===== src/design/lbsq_pkg.sv =====
// ----------------------------------------------------------------------------
// lbsq_pkg
// Shared types, constants and helpers for the LED blink sequence queue.
// ----------------------------------------------------------------------------
`default_nettype none

package lbsq_pkg;

  localparam int QUEUE_DEPTH = 8;
  localparam int LED_COUNT   = 8;

  localparam int IDX_W = $clog2(QUEUE_DEPTH);
  localparam int CNT_W = $clog2(QUEUE_DEPTH + 1);

  // opcodes
  localparam logic [1:0] OP_ENQUEUE = 2'd0;
  localparam logic [1:0] OP_QUIT    = 2'd1;
  localparam logic [1:0] OP_TICK    = 2'd2;

  // phase codes of a slot
  localparam logic [1:0] PH_BEGIN = 2'd0;
  localparam logic [1:0] PH_ON    = 2'd1;
  localparam logic [1:0] PH_END   = 2'd2;

  // configuration register indexes
  localparam logic CFG_UPDATE_INTERVAL = 1'b0;
  localparam logic CFG_LED_ENABLE_MASK = 1'b1;

  localparam logic [15:0] UPDATE_INTERVAL_RESET = 16'd10;
  localparam logic [15:0] REPEAT_FOREVER        = 16'hFFFF;

  typedef struct packed {
    logic       loaded;
    logic       started;
    logic       done;
    logic [1:0] phase;
    logic [2:0] led;
  } slot_flags_t;

  typedef struct packed {
    logic [15:0] on_time;
    logic [15:0] start_delay;
    logic [15:0] end_delay;
    logic [15:0] repeat_count;
    logic [15:0] pass_count;
    logic [31:0] phase_stamp;
  } slot_word_t;

  localparam int WORD_W = $bits(slot_word_t);

  typedef struct packed {
    logic       en;
    logic       on;
    logic [2:0] led;
  } drive_t;

  function automatic logic [7:0] apply_drive(logic [7:0] level, logic [2:0] led,
                                             logic on, logic [7:0] mask);
    logic [7:0] result;
    result = level;
    if ((int'(led) < LED_COUNT) && mask[led]) begin
      result[led] = on;
    end
    return result;
  endfunction

endpackage

`default_nettype wire


===== src/design/lbsq_ram.sv =====
// ----------------------------------------------------------------------------
// lbsq_ram
// Generic simple dual-port RAM, one write and one registered read per cycle.
// ----------------------------------------------------------------------------
`default_nettype none

module lbsq_ram #(
  parameter int WIDTH = 8,
  parameter int DEPTH = 8
) (
  input  wire logic                     clk,
  input  wire logic                     we,
  input  wire logic [$clog2(DEPTH)-1:0] waddr,
  input  wire logic [WIDTH-1:0]         wdata,
  input  wire logic [$clog2(DEPTH)-1:0] raddr,
  output logic      [WIDTH-1:0]         rdata
);

  logic [WIDTH-1:0] mem [DEPTH];

  always_ff @(posedge clk) begin
    if (we) begin
      mem[waddr] <= wdata;
    end
    rdata <= mem[raddr];
  end

endmodule

`default_nettype wire


===== src/design/lbsq_step_unit.sv =====
// ----------------------------------------------------------------------------
// lbsq_step_unit
// Advances one slot by one sweep: start, phase timing and repeat decision.
// ----------------------------------------------------------------------------
`default_nettype none

module lbsq_step_unit (
  input  wire logic [31:0]          now,
  input  wire lbsq_pkg::slot_flags_t flags_in,
  input  wire lbsq_pkg::slot_word_t  word_in,
  output lbsq_pkg::slot_flags_t      flags_out,
  output lbsq_pkg::slot_word_t       word_out,
  output lbsq_pkg::drive_t           drive
);

  logic        start;
  logic [31:0] last;
  logic [31:0] elapsed;
  logic [15:0] threshold;
  logic        expired;
  logic        again;

  always_comb begin
    start   = flags_in.loaded & ~flags_in.started & ~flags_in.done;
    last    = start ? now : word_in.phase_stamp;
    elapsed = now - last;

    case (flags_in.phase & {2{~start}})
      lbsq_pkg::PH_BEGIN: threshold = word_in.start_delay;
      lbsq_pkg::PH_ON:    threshold = word_in.on_time;
      default:            threshold = word_in.end_delay;
    endcase
    expired = elapsed >= {16'd0, threshold};

    again = (!word_in.repeat_count[15] && (word_in.repeat_count != 16'd0)
             && (word_in.pass_count < word_in.repeat_count))
            || (word_in.repeat_count == lbsq_pkg::REPEAT_FOREVER);

    flags_out             = flags_in;
    flags_out.started     = flags_in.started | start;
    word_out              = word_in;
    word_out.phase_stamp  = last;
    drive.en              = start;
    drive.on              = 1'b0;
    drive.led             = flags_in.led;

    if (start) begin
      flags_out.phase = lbsq_pkg::PH_BEGIN;
    end

    if (flags_out.started && !flags_in.done && expired) begin
      case (flags_out.phase)
        lbsq_pkg::PH_BEGIN: begin
          flags_out.phase      = lbsq_pkg::PH_ON;
          drive.en             = 1'b1;
          drive.on             = 1'b1;
          word_out.phase_stamp = now;
        end
        lbsq_pkg::PH_ON: begin
          flags_out.phase      = lbsq_pkg::PH_END;
          drive.en             = 1'b1;
          drive.on             = 1'b0;
          word_out.phase_stamp = now;
        end
        lbsq_pkg::PH_END: begin
          word_out.phase_stamp = now;
          if (again) begin
            flags_out.started   = 1'b0;
            word_out.pass_count = word_in.pass_count + 16'd1;
          end else begin
            flags_out.done = 1'b1;
          end
        end
        default: begin
          // unused phase code: slot stays put
        end
      endcase
    end
  end

endmodule

`default_nettype wire


===== src/design/led_blink_sequence_queue.sv =====
// ----------------------------------------------------------------------------
// led_blink_sequence_queue
// Ring of LED blink jobs, swept on millisecond ticks by one shared step unit.
// ----------------------------------------------------------------------------
//  channel | signals                                        | direction
//  input   | in_valid, in_stall, opcode .. repeat_count     | item in
//  output  | out_valid, out_stall, accepted, led_levels,    | item out
//          | led_active                                     |
//  config  | cfg_write, cfg_index, cfg_data                 | write only
//
//  enqueue and quit go from idle to finish; a tick goes through the tick state
//  and, when a sweep is due, the sweep state: the step unit visits one slot a
//  cycle, reading slot timing words from the RAM one slot ahead. in_stall is
//  high while an item is at work or its result waits to load; a waiting result
//  is held in the output register, and the next item may enter while it waits.
//  rst is synchronous and clears all slot flags; RAM contents need no clear.
// ----------------------------------------------------------------------------
`default_nettype none

module led_blink_sequence_queue (
  input  wire logic        clk,
  input  wire logic        rst,
  input  wire logic        in_valid,
  output logic             in_stall,
  input  wire logic [1:0]  opcode,
  input  wire logic [2:0]  led_number,
  input  wire logic [15:0] on_time_ms,
  input  wire logic [15:0] lead_time_ms,
  input  wire logic [15:0] tail_time_ms,
  input  wire logic [15:0] repeat_count,
  output logic             out_valid,
  input  wire logic        out_stall,
  output logic             accepted,
  output logic [7:0]       led_levels,
  output logic             led_active,
  input  wire logic        cfg_write,
  input  wire logic        cfg_index,
  input  wire logic [15:0] cfg_data
);

  typedef enum logic [3:0] {
    ST_IDLE   = 4'b0001,
    ST_TICK   = 4'b0010,
    ST_SWEEP  = 4'b0100,
    ST_FINISH = 4'b1000
  } state_t;

  state_t state;

  lbsq_pkg::slot_flags_t flags [lbsq_pkg::QUEUE_DEPTH];

  logic [lbsq_pkg::IDX_W-1:0] insert_pointer;
  logic [lbsq_pkg::IDX_W-1:0] slot_sel;
  logic [lbsq_pkg::IDX_W-1:0] proc_idx;
  logic [lbsq_pkg::CNT_W-1:0] cnt;
  logic                       proc_valid;
  logic [31:0]                millisecond_count;
  logic [31:0]                next_sweep_time;
  logic [7:0]                 level_register;
  logic [15:0]                update_interval_ms;
  logic [7:0]                 led_enable_mask;
  logic [2:0]                 item_led;
  logic                       item_accepted;
  logic                       slot_busy;
  logic                       active_now;
  logic                       result_load;

  logic                       ram_we;
  logic [lbsq_pkg::IDX_W-1:0] ram_waddr;
  logic [lbsq_pkg::WORD_W-1:0] ram_wdata;
  logic [lbsq_pkg::WORD_W-1:0] ram_rdata;

  lbsq_pkg::slot_word_t  enq_word;
  lbsq_pkg::slot_word_t  step_word_out;
  lbsq_pkg::slot_flags_t step_flags_out;
  lbsq_pkg::drive_t      step_drive;

  assign in_stall = (state != ST_IDLE);

  assign slot_sel  = (insert_pointer == lbsq_pkg::IDX_W'(lbsq_pkg::QUEUE_DEPTH - 1))
                     ? '0 : insert_pointer + 1'b1;
  assign slot_busy = flags[slot_sel].started & ~flags[slot_sel].done;

  // result register loads once the previous result is gone or leaving
  assign result_load = (state == ST_FINISH) && (!out_valid || !out_stall);

  always_comb begin
    enq_word.on_time      = on_time_ms;
    enq_word.start_delay  = lead_time_ms;
    enq_word.end_delay    = tail_time_ms;
    enq_word.repeat_count = repeat_count;
    enq_word.pass_count   = 16'd0;
    enq_word.phase_stamp  = 32'd0;
  end

  // enqueue writes from idle, sweep writes back the slot just stepped
  always_comb begin
    if (state == ST_SWEEP) begin
      ram_we    = proc_valid;
      ram_waddr = proc_idx;
      ram_wdata = step_word_out;
    end else begin
      ram_we    = (state == ST_IDLE) && in_valid && (opcode == lbsq_pkg::OP_ENQUEUE)
                  && !slot_busy;
      ram_waddr = slot_sel;
      ram_wdata = enq_word;
    end
  end

  lbsq_ram #(
    .WIDTH (lbsq_pkg::WORD_W),
    .DEPTH (lbsq_pkg::QUEUE_DEPTH)
  ) u_ram (
    .clk   (clk),
    .we    (ram_we),
    .waddr (ram_waddr),
    .wdata (ram_wdata),
    .raddr (cnt[lbsq_pkg::IDX_W-1:0]),
    .rdata (ram_rdata)
  );

  lbsq_step_unit u_step (
    .now       (millisecond_count),
    .flags_in  (flags[proc_idx]),
    .word_in   (lbsq_pkg::slot_word_t'(ram_rdata)),
    .flags_out (step_flags_out),
    .word_out  (step_word_out),
    .drive     (step_drive)
  );

  always_comb begin
    active_now = 1'b0;
    for (int i = 0; i < lbsq_pkg::QUEUE_DEPTH; i++) begin
      if ((flags[i].led == item_led) && flags[i].started) begin
        active_now = 1'b1;
      end
    end
  end

  always_ff @(posedge clk) begin
    if (rst) begin
      state              <= ST_IDLE;
      insert_pointer     <= lbsq_pkg::IDX_W'(lbsq_pkg::QUEUE_DEPTH - 1);
      millisecond_count  <= 32'd0;
      next_sweep_time    <= 32'd0;
      level_register     <= 8'd0;
      update_interval_ms <= lbsq_pkg::UPDATE_INTERVAL_RESET;
      led_enable_mask    <= 8'd0;
      out_valid          <= 1'b0;
      cnt                <= '0;
      proc_valid         <= 1'b0;
      for (int i = 0; i < lbsq_pkg::QUEUE_DEPTH; i++) begin
        flags[i] <= '0;
      end
    end else begin
      if (cfg_write) begin
        unique case (cfg_index)
          lbsq_pkg::CFG_UPDATE_INTERVAL: update_interval_ms <= cfg_data;
          lbsq_pkg::CFG_LED_ENABLE_MASK: led_enable_mask    <= cfg_data[7:0];
        endcase
      end

      if (result_load) begin
        out_valid <= 1'b1;
      end else if (out_valid && !out_stall) begin
        out_valid <= 1'b0;
      end

      unique case (state)
        ST_IDLE: begin
          if (in_valid) begin
            item_led      <= led_number;
            item_accepted <= !((opcode == lbsq_pkg::OP_ENQUEUE) && slot_busy);
            case (opcode)
              lbsq_pkg::OP_ENQUEUE: begin
                insert_pointer <= slot_sel;
                if (!slot_busy) begin
                  flags[slot_sel].loaded  <= 1'b1;
                  flags[slot_sel].started <= 1'b0;
                  flags[slot_sel].done    <= 1'b0;
                  flags[slot_sel].phase   <= lbsq_pkg::PH_BEGIN;
                  flags[slot_sel].led     <= led_number;
                end
              end
              lbsq_pkg::OP_QUIT: begin
                level_register <= lbsq_pkg::apply_drive(level_register, led_number, 1'b0,
                                                        led_enable_mask);
                for (int i = 0; i < lbsq_pkg::QUEUE_DEPTH; i++) begin
                  if (flags[i].led == led_number) begin
                    flags[i].done <= 1'b1;
                  end
                end
              end
              lbsq_pkg::OP_TICK: begin
                millisecond_count <= millisecond_count + 32'd1;
              end
              default: begin
              end
            endcase
            state <= (opcode == lbsq_pkg::OP_TICK) ? ST_TICK : ST_FINISH;
          end
        end
        ST_TICK: begin
          if (next_sweep_time <= millisecond_count) begin
            next_sweep_time <= millisecond_count + {16'd0, update_interval_ms};
            cnt             <= '0;
            proc_valid      <= 1'b0;
            state           <= ST_SWEEP;
          end else begin
            state <= ST_FINISH;
          end
        end
        ST_SWEEP: begin
          if (proc_valid) begin
            flags[proc_idx] <= step_flags_out;
            if (step_drive.en) begin
              level_register <= lbsq_pkg::apply_drive(level_register, step_drive.led,
                                                      step_drive.on, led_enable_mask);
            end
          end
          // read of slot cnt overlaps the step of slot cnt - 1
          if (cnt < lbsq_pkg::CNT_W'(lbsq_pkg::QUEUE_DEPTH)) begin
            proc_valid <= 1'b1;
            proc_idx   <= cnt[lbsq_pkg::IDX_W-1:0];
            cnt        <= cnt + 1'b1;
          end else begin
            proc_valid <= 1'b0;
            state      <= ST_FINISH;
          end
        end
        ST_FINISH: begin
          if (result_load) begin
            accepted   <= item_accepted;
            led_levels <= level_register;
            led_active <= active_now;
            state      <= ST_IDLE;
          end
        end
      endcase
    end
  end

endmodule

`default_nettype wire


===== config.mk =====
export PLATFORM = sky130hd
export DESIGN_NAME = led_blink_sequence_queue
export DESIGN_NICKNAME = d
export VERILOG_FILES = /design/src/design/lbsq_pkg.sv /design/src/design/lbsq_ram.sv /design/src/design/lbsq_step_unit.sv /design/src/design/led_blink_sequence_queue.sv
export SDC_FILE = /design/constraint.sdc
export NUM_CORES = 2
export LEC_CHECK = 0
export ABC_AREA = 1
export BUFFER_PORTS_ARGS = -buffer_cell sky130_fd_sc_hd__buf_4
export CORE_MARGIN = 2
export CORE_UTILIZATION = 44
export CTS_CLUSTER_SIZE = 10
export DETAILED_ROUTE_END_ITERATION = 16
export HOLD_SLACK_MARGIN = 0.1
export PLACE_DENSITY = 0.59
export SYNTH_ARGS = -nofsm -noshare
export SYNTH_HDL_FRONTEND = slang
export SYNTH_SLANG_ARGS = --single-unit
export TNS_END_PERCENT = 10

===== constraint.sdc =====
create_clock -name clk -period 11.7 [get_ports clk]
set_clock_uncertainty 0.1 [all_clocks]
set_input_delay 1.17 -clock clk [delete_from_list [all_inputs] [get_ports clk]]
set_output_delay 1.17 -clock clk [all_outputs]
set_load 0.1 [all_outputs]

==> results.toml <==
[timing]
fmax_ghz = 0.127
worstMarginPinSlew_ps = 1110
min_period_ps = 7890
tns_ps = 0
max-slew-margin-rel_pct = 25.0
final_hold_viol_count = 0
whs_ps = 332
finalSetupViolations = 0
rsz0062_at_grt = "false"
fin_crit_sh_pct = 67.5
setup_ws_ps = 3810
drv_slew = 0

[setup_path]
critPathMaxFanout = 35
cpPeakStageDelay_ps = 760
cp.arrival_ps = 8210
start_kind = "flip-flop"
crit_buf_inv = 4
worst_setup_path_end_kind = "flip-flop"
cp_common_cell = "nand2_1"
critPathRequiredTime_ps = 12020
slowest_stage = "o21ai_0"
worst-setup-path-type = "flip-flop to flip-flop"
path_delay_family = "simple AND/OR/NAND/NOR gates"

[clock_tree]
cts_sinks = 1201
cts_buffers = 141
cts_setup_buffers = 0
cts_resized = 0
cts_buffer_depth = 3
cts_hold_buf = 0
cts_tree = "yes"
cts.htree.levels = 4
clk_latency_ps = 750
clk_pin_slew_worst_paths_ps = 60
cts-root-buf = "clkbuf_16"

[finish]
nNetsFinal = 5386
fillers = 10690
drive_above_1_share_pct = 6.80
fin_area_sq_um = 59100
utilization_pct = 49.9
areaGrowthSynthToFinish_pct = 12.1
diodes = 0

[route]
drt_iter0_drc = 3460
drt_pass1_iterations = 6
wl_per_cell_microns = 20.5
antenna_left = 0
via_count = 37696
drt-vias-per-instance = 5.48
wl_microns = 141000
drc_errors = 0

[logic_synthesis]
ys_seq_area_share_pct = 64.1
synth_cells = 5144
synth_edf_count = 972
synth.mux.area_fraction_pct = 0
synth-simple-area-share_pct = 14.4
synth-seq-cells = 1201
synth_cell_types = 58
synthAdderAreaFrac_pct = 2.90
synth_flop_cell = "edfxtp_1"
synth_xor_area_share_pct = 1.23
syn_area_sq_um = 52700
synth_top_family_by_area = "simple AND/OR/NAND/NOR gates"
yosysWarnings = 0
synth_compound_gate_area_share_pct = 12.9
syn_avg_cell_area_sq_um = 10.2
ys_async_sr_fraction_pct = 0
synth_nets = 5356

[grt]
grt.total_usage_pct = 22.8
grt_pass1_vias = 35609
antenna_found_initial = 0
grt_pass1_wl_microns = 215000
grt_max_degree = 189
gr-total-overflow = 0

[die]
placeableCoreArea_sq_um = 118000
initial_utilization_pct = 44.5
io_pins = 103
dieWidth_microns = 350
rows = 126
dieHeight_microns = 350
dieArea_sq_um = 123000

[power]
irDropWorstVdd_v = 0.000124
leakage_nw = 21.7
p_per_area_nw_per_um2 = 152

[placed_design]
dp.final_hpwl_microns = 81500
pre_cts_slack_ps = 4000
gp_congestion = 0.932
placed_cell_area_sq_um = 54900
port_buffers = 102

[worst_hold_path]
hold_class = "flip-flop to flip-flop"
hp-start = "item_accepted"

[job]
drv_cap = 0

[run_status]
status = "finished clean"
## per-stage QoR
| step | std cells | power (mW) |
|---|---|---|
| 4_1_cts | 6880 | 9.06 |
| 2_1_floorplan | 5144 | 4.94 |
| 6_report | 6880 | 8.98 |
| 5_1_grt | 6880 | 9.27 |
| 3_5_place_dp | 6631 | 5.06 |
| 3_3_place_gp | 6631 | 5.06 |
## metal layers
layer  global-route usage [%]  wire length, microns  up-vias
met4                     5.96                  2780        0
met5                        0                     0        -
met1                     32.3                 63900    18267
met2                     36.9                 65600     1142
li1                         -                     -    18109
met3                     3.43                  8630      178
## where the power goes
part | total (mW) | switching, mW | internal [mW]
Sequential | 4.66 | 0.0262 | 4.64
Clock | 4.00 | 1.68 | 2.32
Combinational | 0.310 | 0.213 | 0.0964
## final cells by class
type	count	area [sq um]	share of cell area, %
clock inverter	16	238	0.402
sequential	1201	33800	57.2
inverter	354	1350	2.29
multi-input combinational	3334	16600	28.2
clock buffer	233	3940	6.66
tap	1600	2000	3.39
timing repair buffer	142	1150	1.95
## worst paths after layout
check	end	slack, ps	cells past startpoint
worst max-delay path	u_ram.mem[7][9]	3810	32
worst max register to register	u_ram.mem[7][9]	3810	32
worst min register to register	accepted	330	0
worst min-delay path	accepted	330	0
## registers in the layout (all words and copies together) (netlist names), named ones only
register            count
out_valid               1
led_enable_mask         8
insert_pointer          3
cnt                     4
u_ram.rdata           112
led_levels              8
state                   4
proc_valid              1
accepted                1
proc_idx                3
next_sweep_time        32
item_accepted           1
level_register          8
u_ram.mem             896
update_interval_ms     16
item_led                3
led_active              1
flags                  64
millisecond_count      32
## logic make-up (layout without fill, tap and decap cells)
group | after synthesis | after routing
xor gates and xnor gates | 74 | 74
DFF | 1201 | 1201
and+or+nand+nor | 1888 | 1888
adders and majority gates | 121 | 121
buffers and inverters | 609 | 745
AOI/OAI and AO/OA | 1251 | 1251
## placed cells by master, fill, tap and decap left out, types with 10 or more instances in the layout
master        n
xnor2_1      23
o22ai_1     140
clkbuf_16   142
nor2_1     1014
buf_4       135
o21ai_1      41
edfxtp_1    972
ha_1        119
nor4_1       19
a31oi_1     122
a21oi_1     215
nand4_1      40
xor2_1       51
nand2_1     612
clkbuf_1     87
nand3_1     112
o21ai_0     674
nor3_1       41
inv_2        11
inv_1       332
dfxtp_1     227
o211ai_1     10
## synthesized netlist by cell type (19+ instances only)
cell type	count	share of area, %
xor2_1	51	0.85
inv_1	336	2.4
o21ai_0	674	6.4
a21oi_1	215	2.0
nor2_1	1019	7.3
o22ai_1	140	1.7
nor3_1	46	0.44
ha_1	119	2.8
nand4_1	40	0.47
edfxtp_1	972	55
buf_1	29	0.21
nand2_1	612	4.4
o21ai_1	41	0.39
clkbuf_1	207	1.5
nand3_1	112	1.1
a31oi_1	122	1.4
nor4_1	19	0.23
dfxtp_1	229	8.7
xnor2_1	23	0.38
(Power assumes the default switching activity.)
